$ cat src/hw/rtl/ssi_pkg.sv
// ----------------------------------------------------------------------------
// ssi_pkg
// Shared types and constants for the sorted set table.
// ----------------------------------------------------------------------------
package ssi_pkg;

  localparam int DEPTH   = 32;
  localparam int CNT_W   = $clog2(DEPTH + 1);
  localparam int IDX_W   = (DEPTH > 1) ? $clog2(DEPTH) : 1;
  localparam int VAL_W   = 32;
  localparam int COUNT_W = 6;
  localparam int STAT_W  = 3;

  localparam logic CMD_INSERT = 1'b0;
  localparam logic CMD_DUMP   = 1'b1;

  typedef enum logic [STAT_W-1:0] {
    ST_INSERTED  = 3'd0,
    ST_DUPLICATE = 3'd1,
    ST_FULL      = 3'd2,
    ST_ENTRY     = 3'd3,
    ST_EMPTY     = 3'd4
  } status_t;

  typedef struct packed {
    logic                    cmd;
    logic signed [VAL_W-1:0] value;
  } in_t;

  typedef struct packed {
    logic [STAT_W-1:0]       status;
    logic signed [VAL_W-1:0] entry;
    logic [COUNT_W-1:0]      count;
    logic                    last;
  } out_t;

  typedef enum logic [1:0] {
    S_IDLE,
    S_EXEC,
    S_DUMP
  } state_t;

  // controller -> datapath
  typedef struct packed {
    logic capture;
    logic do_insert;
    logic do_empty;
    logic do_entry;
    logic clr_idx;
  } dp_cmd_t;

  // datapath -> controller
  typedef struct packed {
    logic req_dump;
    logic empty;
    logic last_entry;
    logic out_free;
  } dp_stat_t;

endpackage

$ cat src/hw/rtl/ssi_datapath.sv
// ----------------------------------------------------------------------------
// ssi_datapath
// Sorted cell chain, request register, dump index and result register.
// ----------------------------------------------------------------------------
module ssi_datapath
  import ssi_pkg::*;
(
  input  logic     clk,
  input  logic     rst_n,
  input  in_t      in_data,
  input  logic     out_stall,
  input  dp_cmd_t  cmd,
  output dp_stat_t stat,
  output logic     out_valid,
  output out_t     out_data
);

  logic signed [VAL_W-1:0] entries_r [DEPTH];
  logic [CNT_W-1:0]        fill_r, fill_nxt;
  in_t                     req_r;
  logic [IDX_W-1:0]        idx_r;
  out_t                    out_r, out_nxt;
  logic                    out_valid_r, out_valid_nxt;

  logic [DEPTH-1:0]        lt, eq;
  logic signed [VAL_W-1:0] ins_val [DEPTH];
  logic                    dup, full, wr;

  // Per-cell compare against the pending value; lt is a thermometer code.
  for (genvar i = 0; i < DEPTH; i++) begin : g_cell
    logic vld;
    assign vld   = CNT_W'(i) < fill_r;
    assign lt[i] = vld && (entries_r[i] < req_r.value);
    assign eq[i] = vld && (entries_r[i] == req_r.value);
    if (i == 0) begin : g_head
      assign ins_val[i] = lt[i] ? entries_r[i] : req_r.value;
    end else begin : g_body
      assign ins_val[i] = lt[i]     ? entries_r[i] :
                          lt[i-1]   ? req_r.value  : entries_r[i-1];
    end
  end

  assign dup  = |eq;
  assign full = fill_r == CNT_W'(DEPTH);
  assign wr   = cmd.do_insert && !dup && !full;

  always_ff @(posedge clk) begin
    if (wr) begin
      for (int i = 0; i < DEPTH; i++) begin
        entries_r[i] <= ins_val[i];
      end
    end
    if (cmd.capture) begin
      req_r <= in_data;
    end
    if (cmd.clr_idx) begin
      idx_r <= '0;
    end else if (cmd.do_entry) begin
      idx_r <= idx_r + IDX_W'(1);
    end
    out_r <= out_nxt;
  end

  assign fill_nxt = wr ? fill_r + CNT_W'(1) : fill_r;

  always_comb begin
    out_nxt       = out_r;
    out_valid_nxt = out_valid_r && out_stall;
    if (cmd.do_insert) begin
      out_nxt.status = dup ? ST_DUPLICATE : (full ? ST_FULL : ST_INSERTED);
      out_nxt.entry  = req_r.value;
      out_nxt.count  = COUNT_W'(fill_nxt);
      out_nxt.last   = 1'b1;
      out_valid_nxt  = 1'b1;
    end else if (cmd.do_empty) begin
      out_nxt.status = ST_EMPTY;
      out_nxt.entry  = '0;
      out_nxt.count  = COUNT_W'(fill_r);
      out_nxt.last   = 1'b1;
      out_valid_nxt  = 1'b1;
    end else if (cmd.do_entry) begin
      out_nxt.status = ST_ENTRY;
      out_nxt.entry  = entries_r[idx_r];
      out_nxt.count  = COUNT_W'(fill_r);
      out_nxt.last   = stat.last_entry;
      out_valid_nxt  = 1'b1;
    end
  end

  always_ff @(posedge clk) begin
    if (!rst_n) begin
      fill_r      <= '0;
      out_valid_r <= 1'b0;
    end else begin
      fill_r      <= fill_nxt;
      out_valid_r <= out_valid_nxt;
    end
  end

  assign stat.req_dump   = req_r.cmd == CMD_DUMP;
  assign stat.empty      = fill_r == '0;
  assign stat.last_entry = (CNT_W'(idx_r) + CNT_W'(1)) == fill_r;
  assign stat.out_free   = !out_valid_r || !out_stall;

  assign out_valid = out_valid_r;
  assign out_data  = out_r;

endmodule

$ cat src/hw/rtl/ssi_ctrl.sv
// ----------------------------------------------------------------------------
// ssi_ctrl
// Sequencer: take a request, run the insert or the dump stream.
// ----------------------------------------------------------------------------
module ssi_ctrl
  import ssi_pkg::*;
(
  input  logic     clk,
  input  logic     rst_n,
  input  logic     in_valid,
  output logic     in_stall,
  input  dp_stat_t stat,
  output dp_cmd_t  cmd
);

  state_t state_r, state_nxt;

  always_ff @(posedge clk) begin
    if (!rst_n) begin
      state_r <= S_IDLE;
    end else begin
      state_r <= state_nxt;
    end
  end

  always_comb begin
    state_nxt = state_r;
    case (state_r)
      S_IDLE: begin
        if (in_valid) state_nxt = S_EXEC;
      end
      S_EXEC: begin
        if (stat.req_dump && !stat.empty) begin
          state_nxt = S_DUMP;
        end else if (stat.out_free) begin
          state_nxt = S_IDLE;
        end
      end
      S_DUMP: begin
        if (stat.out_free && stat.last_entry) state_nxt = S_IDLE;
      end
      default: state_nxt = S_IDLE;
    endcase
  end

  always_comb begin
    cmd      = '0;
    in_stall = 1'b1;
    case (state_r)
      S_IDLE: begin
        in_stall    = 1'b0;
        cmd.capture = in_valid;
      end
      S_EXEC: begin
        if (stat.req_dump) begin
          cmd.clr_idx  = !stat.empty;
          cmd.do_empty = stat.empty && stat.out_free;
        end else begin
          cmd.do_insert = stat.out_free;
        end
      end
      S_DUMP: begin
        cmd.do_entry = stat.out_free;
      end
      default: begin
        cmd = '0;
      end
    endcase
  end

endmodule

$ cat src/hw/rtl/sorted_set_insert.sv
// ----------------------------------------------------------------------------
// sorted_set_insert
// Bounded table of distinct signed values kept in ascending order.
// ----------------------------------------------------------------------------
// Insert: capture, then one compare and shift across the cell chain once the
//   output is free; the next request waits until the result is loaded.
// Dump: entries stream one per cycle, while the output is not stalled, through
//   the read mux on the dump index; an empty table gives one result.
// Reset (rst_n low, synchronous) empties the table and drops any result;
//   table contents themselves are not cleared.
module sorted_set_insert
  import ssi_pkg::*;
(
  input  logic clk,
  input  logic rst_n,
  input  logic in_valid,
  output logic in_stall,
  input  in_t  in_data,
  output logic out_valid,
  input  logic out_stall,
  output out_t out_data
);

  dp_cmd_t  cmd;
  dp_stat_t stat;

  // Controller: one transaction at a time; stall stays high until the
  // last result of the transaction is loaded into the output register.
  ssi_ctrl u_ctrl (
    .clk      (clk),
    .rst_n    (rst_n),
    .in_valid (in_valid),
    .in_stall (in_stall),
    .stat     (stat),
    .cmd      (cmd)
  );

  // Datapath: every cell compares against the pending value in parallel;
  // the less-than thermometer picks which cells keep, take the new value,
  // or shift up from their lower neighbor. Duplicates win over full.
  ssi_datapath u_dp (
    .clk       (clk),
    .rst_n     (rst_n),
    .in_data   (in_data),
    .out_stall (out_stall),
    .cmd       (cmd),
    .stat      (stat),
    .out_valid (out_valid),
    .out_data  (out_data)
  );

endmodule
$ cat config.mk
export PLATFORM = sky130hd
export DESIGN_NAME = sorted_set_insert
export DESIGN_NICKNAME = d
export VERILOG_FILES = /design/src/hw/rtl/ssi_pkg.sv /design/src/hw/rtl/ssi_datapath.sv /design/src/hw/rtl/ssi_ctrl.sv /design/src/hw/rtl/sorted_set_insert.sv
export SDC_FILE = /design/constraint.sdc
export NUM_CORES = 2
export LEC_CHECK = 0
export BUFFER_PORTS_ARGS = -buffer_cell sky130_fd_sc_hd__buf_2
export CAP_MARGIN = 0
export CORE_MARGIN = 4
export CORE_UTILIZATION = 50
export DETAILED_ROUTE_END_ITERATION = 12
export PLACE_DENSITY = 0.7
export SKIP_CTS_REPAIR_TIMING = 1
export SLEW_MARGIN = 40
export SYNTH_ARGS = -nofsm -noshare
export SYNTH_HDL_FRONTEND = slang
export SYNTH_SLANG_ARGS = --single-unit
export TNS_END_PERCENT = 100
$ cat constraint.sdc
create_clock -name clk -period 10.5 [get_ports clk]
set_input_delay 1.05 -clock clk [delete_from_list [all_inputs] [get_ports clk]]
set_output_delay 1.05 -clock clk [all_outputs]
set_load 0.01 [all_outputs]
==> metrics.cfg <==
[critical_path]
crit_end = u_dp.entries_r[27][10]$_DFFE_PP_
r2r_setup_slack_ns = 3.86
timing.rr.end = u_dp.entries_r[27][10]$_DFFE_PP_
cp_top_family = simple AND/OR/NAND/NOR gates
crit_slowest_cell = inv_1
crit_buf_inv = 5
cp.depth = 14
critPathLaunchType = flip-flop
crit_path_cell_trace = buf_4 > inv_1 > buf_4 > ha_1 > nand2_1 > or3_1 > nand4b_1 > nand4_1 > nor4_4 > nand2_2 > nand3b_4 > buf_4 > nor2b_4 > buf_4
worstReg2RegStart = u_dp.req_r[30]$_DFFE_PP_
required_ns = 10.94
endpoint_kind = flip-flop
worstPathArrival_ns = 7.08
critPathKind = flip-flop to flip-flop
cp_slowest_stage_delay_ns = 0.65
rr_worst_depth = 14
startpoint = u_dp.req_r[30]$_DFFE_PP_
path_max_fanout = 32
crit_top_cell = buf_4

[clock_network]
worst_skew_pair.late_latency_ns = 0.80
clkTransAtPathRegs_ns = 0.06
cts.sinks = 1118
cts-root-buf = clkbuf_16
cts_buffers = 130
cts_tree = built
htree_levels = 4
cts_buffer_depth = 3

[grt]
grt-ovfl-total = 0
grt_usage_pct = 31.4
grt_max_degree = 126
grt_first_pass_wirelength_um = 376000
antenna_found_initial = 3
grt_pass1_vias = 53400

[sta]
maxSlewViolCount = 0
hold_viol_final = 0
tightest_slew_ns = 0.925
period_share_pct = 63.3
max_freq_mhz = 151
finClkSkew_ns = 0.0379
maxSlewHeadroom_pct = 36.7
period_minus_slack_ns = 6.64
tns_ns = 0
setup-violations-final = 0
rsz0062_at_grt = no
hold_slack_ns = 0.427

[logic_synthesis]
yosys.cell_count.top_type = edfxtp_1
synth_commonest_cells = 1098 x edfxtp_1, 1028 x ha_1, 969 x mux2_2
synth_ff_type = edfxtp_1
synth.largest_area_cell = edfxtp_1
synthDistinctLibCells = 79
synth_nets = 6758
postSynthCellCount = 5693
ys_ff_latch = 1118
synthesis.area_per_instance_um2 = 13.6
synth_edf_count = 1098
async_flop_share_pct = 0
synth-seq-area-share_pct = 43.1
synth.area.top_cells = edfxtp_1 43%, ha_1 17%, mux2_2 14%
netlist.area_leader.share_pct = 42.6
ys_warn_count = 0
syn_area_um2 = 77400

[layout]
drive_gt1_share_pct = 31.2
fin_nets = 6839
area_delta_synth_final_pct = 10.7

[routing]
drt_wl_total_um = 259000
first_pass_iters = 8
drc_errors = 0
drt-initial-drc-count = 7337
drtAntennaViolNets = 0
wl_per_cell_um = 32.7
vias_per_cell = 7.03
num_vias = 55700

[floorplan]
die_w_um = 402
start_util_pct = 50.3
io_pins = 81
num_rows = 144
die_area_um2 = 161000
core-area_um2 = 154000
die_h_um = 402

[power]
vdd_drop_max_uv = 148
p_leak_nw = 32.5
power.density_nw_per_um2 = 150

[run_status]
outcome = finished, final reports clean

[place]
dp_hpwl_um = 190000
globalplace.congestion = 0.945
numPortBuffers = 80

[flow_run]
cap_violations = 0

[min_path]
min_path_type = primary input to flip-flop

==> report_power, final <==
group	total, W	leakage (nW)	switching (W)	internal (W)
Clock	0.00461	2.03	0.00196	0.00266
Sequential	0.00519	10.2	0.000154	0.00504
Combinational	0.00306	20.2	0.00168	0.00138
==> logic make-up after synthesis <==
group	Yosys count	synth area share [%]
AO/OA/AOI/OAI	950	7.95
XOR/XNOR	8	0.0905
adder cells (fa/ha/maj)	1028	16.6
buffers and inverters	380	1.93
flip-flops	1118	43.1
multiplexers	1342	24.1
AND/OR/NAND/NOR	867	6.22
==> how the worst min path moves through the flow <==
stage	depth (start not counted)	start	slack (ns)	to
floorplan	2	u_dp.idx_r[1]$_SDFFE_PP0P_	0.47	flip-flop
global placement	2	u_dp.idx_r[1]$_SDFFE_PP0P_	0.48	flip-flop
detailed placement	2	u_dp.idx_r[1]$_SDFFE_PP0P_	0.47	flip-flop
CTS	1	in_data[13]	0.38	u_dp.req_r[13]$_DFFE_PP_
global route	1	in_data[25]	0.41	u_dp.req_r[25]$_DFFE_PP_
finish	1	in_data[13]	0.43	u_dp.req_r[13]$_DFFE_PP_
==> final cells by class <==
cell class	count	area [µm²]
repair buffers	246	2060
multi-input cells	4195	43200
diodes	4	10.0
well taps	2044	2560
flip-flops and latches	1118	33400
inverters	83	312
clock buffers	163	3490
clock inverters	65	696
fillers	12400	68300
==> worst register-to-register path: cells and delay by family, from the launching register on <==
kind / cells / cell delay, ns
simple gates: 8 / 3.18
buf+inv: 5 / 2.40
fa+ha+maj: 1 / 0.34
flops: 1 / 0.36
==> cells in the final DEF (no fill, tap or decap), types with 13 or more instances in the layout <==
master     count
nand2b_1      27
a2111oi_0     15
nand4_1      248
o21ai_0      165
nor3_1        42
buf_8         20
nor2b_1       73
dfxtp_1       14
o22ai_1       45
buf_4        127
or2_2         13
nand4b_1      13
nand3_1       52
a31oi_1       13
o21a_1        56
clkinv_2      15
mux4_2       320
nor2_4        14
nor2_1       117
mux2i_1       39
nor4_1        22
nor4_2        17
clkbuf_16    134
clkinv_1      20
clkbuf_1      26
mux2_2       969
nor2b_4       17
or3_1         15
ha_1        1028
a211oi_1      34
buf_2         80
a21o_1       258
o211ai_1      27
edfxtp_1    1098
a21oi_1      243
inv_1         81
nand2_1      131
==> metrics by stage <==
step / total power (W) / cell area [µm²] / cells / setup WS (ns) / utilization [%]
final: 0.0129 / 85700 / 7918 / 3.86 / 55.6
after global routing: 0.0132 / 85700 / 7914 / 3.78 / 55.6
after CTS: 0.0129 / 85500 / 7910 / 3.80 / 55.5
after detailed placement: 0.00828 / 81400 / 7682 / 3.83 / 52.8
after global placement: 0.00820 / 80700 / 7651 / 3.90 / 52.4
after floorplan: 0.00721 / 77400 / 5693 / 5.33 / -
==> registers in the layout, summed over array words and instances (netlist names), named ones only <==
name            flops
u_ctrl.state_r      2
u_dp.entries_r   1024
u_dp.fill_r         6
u_dp.idx_r          5
u_dp.out_data      42
u_dp.out_valid      1
u_dp.req_r         32
u_dp.stat           1
==> metal layers <==
layer | wire, µm | GRT usage, % | vias up | share of wire [%]
li1 | - | - | 23400 | -
met1 | 106000 | 45.3 | 28400 | 41
met2 | 109000 | 44.7 | 3458 | 42
met3 | 31100 | 8.17 | 514 | 12
met4 | 12900 | 13.3 | 0 | 5.0
met5 | 0 | 0 | - | 0
(Power assumes the default switching activity.)
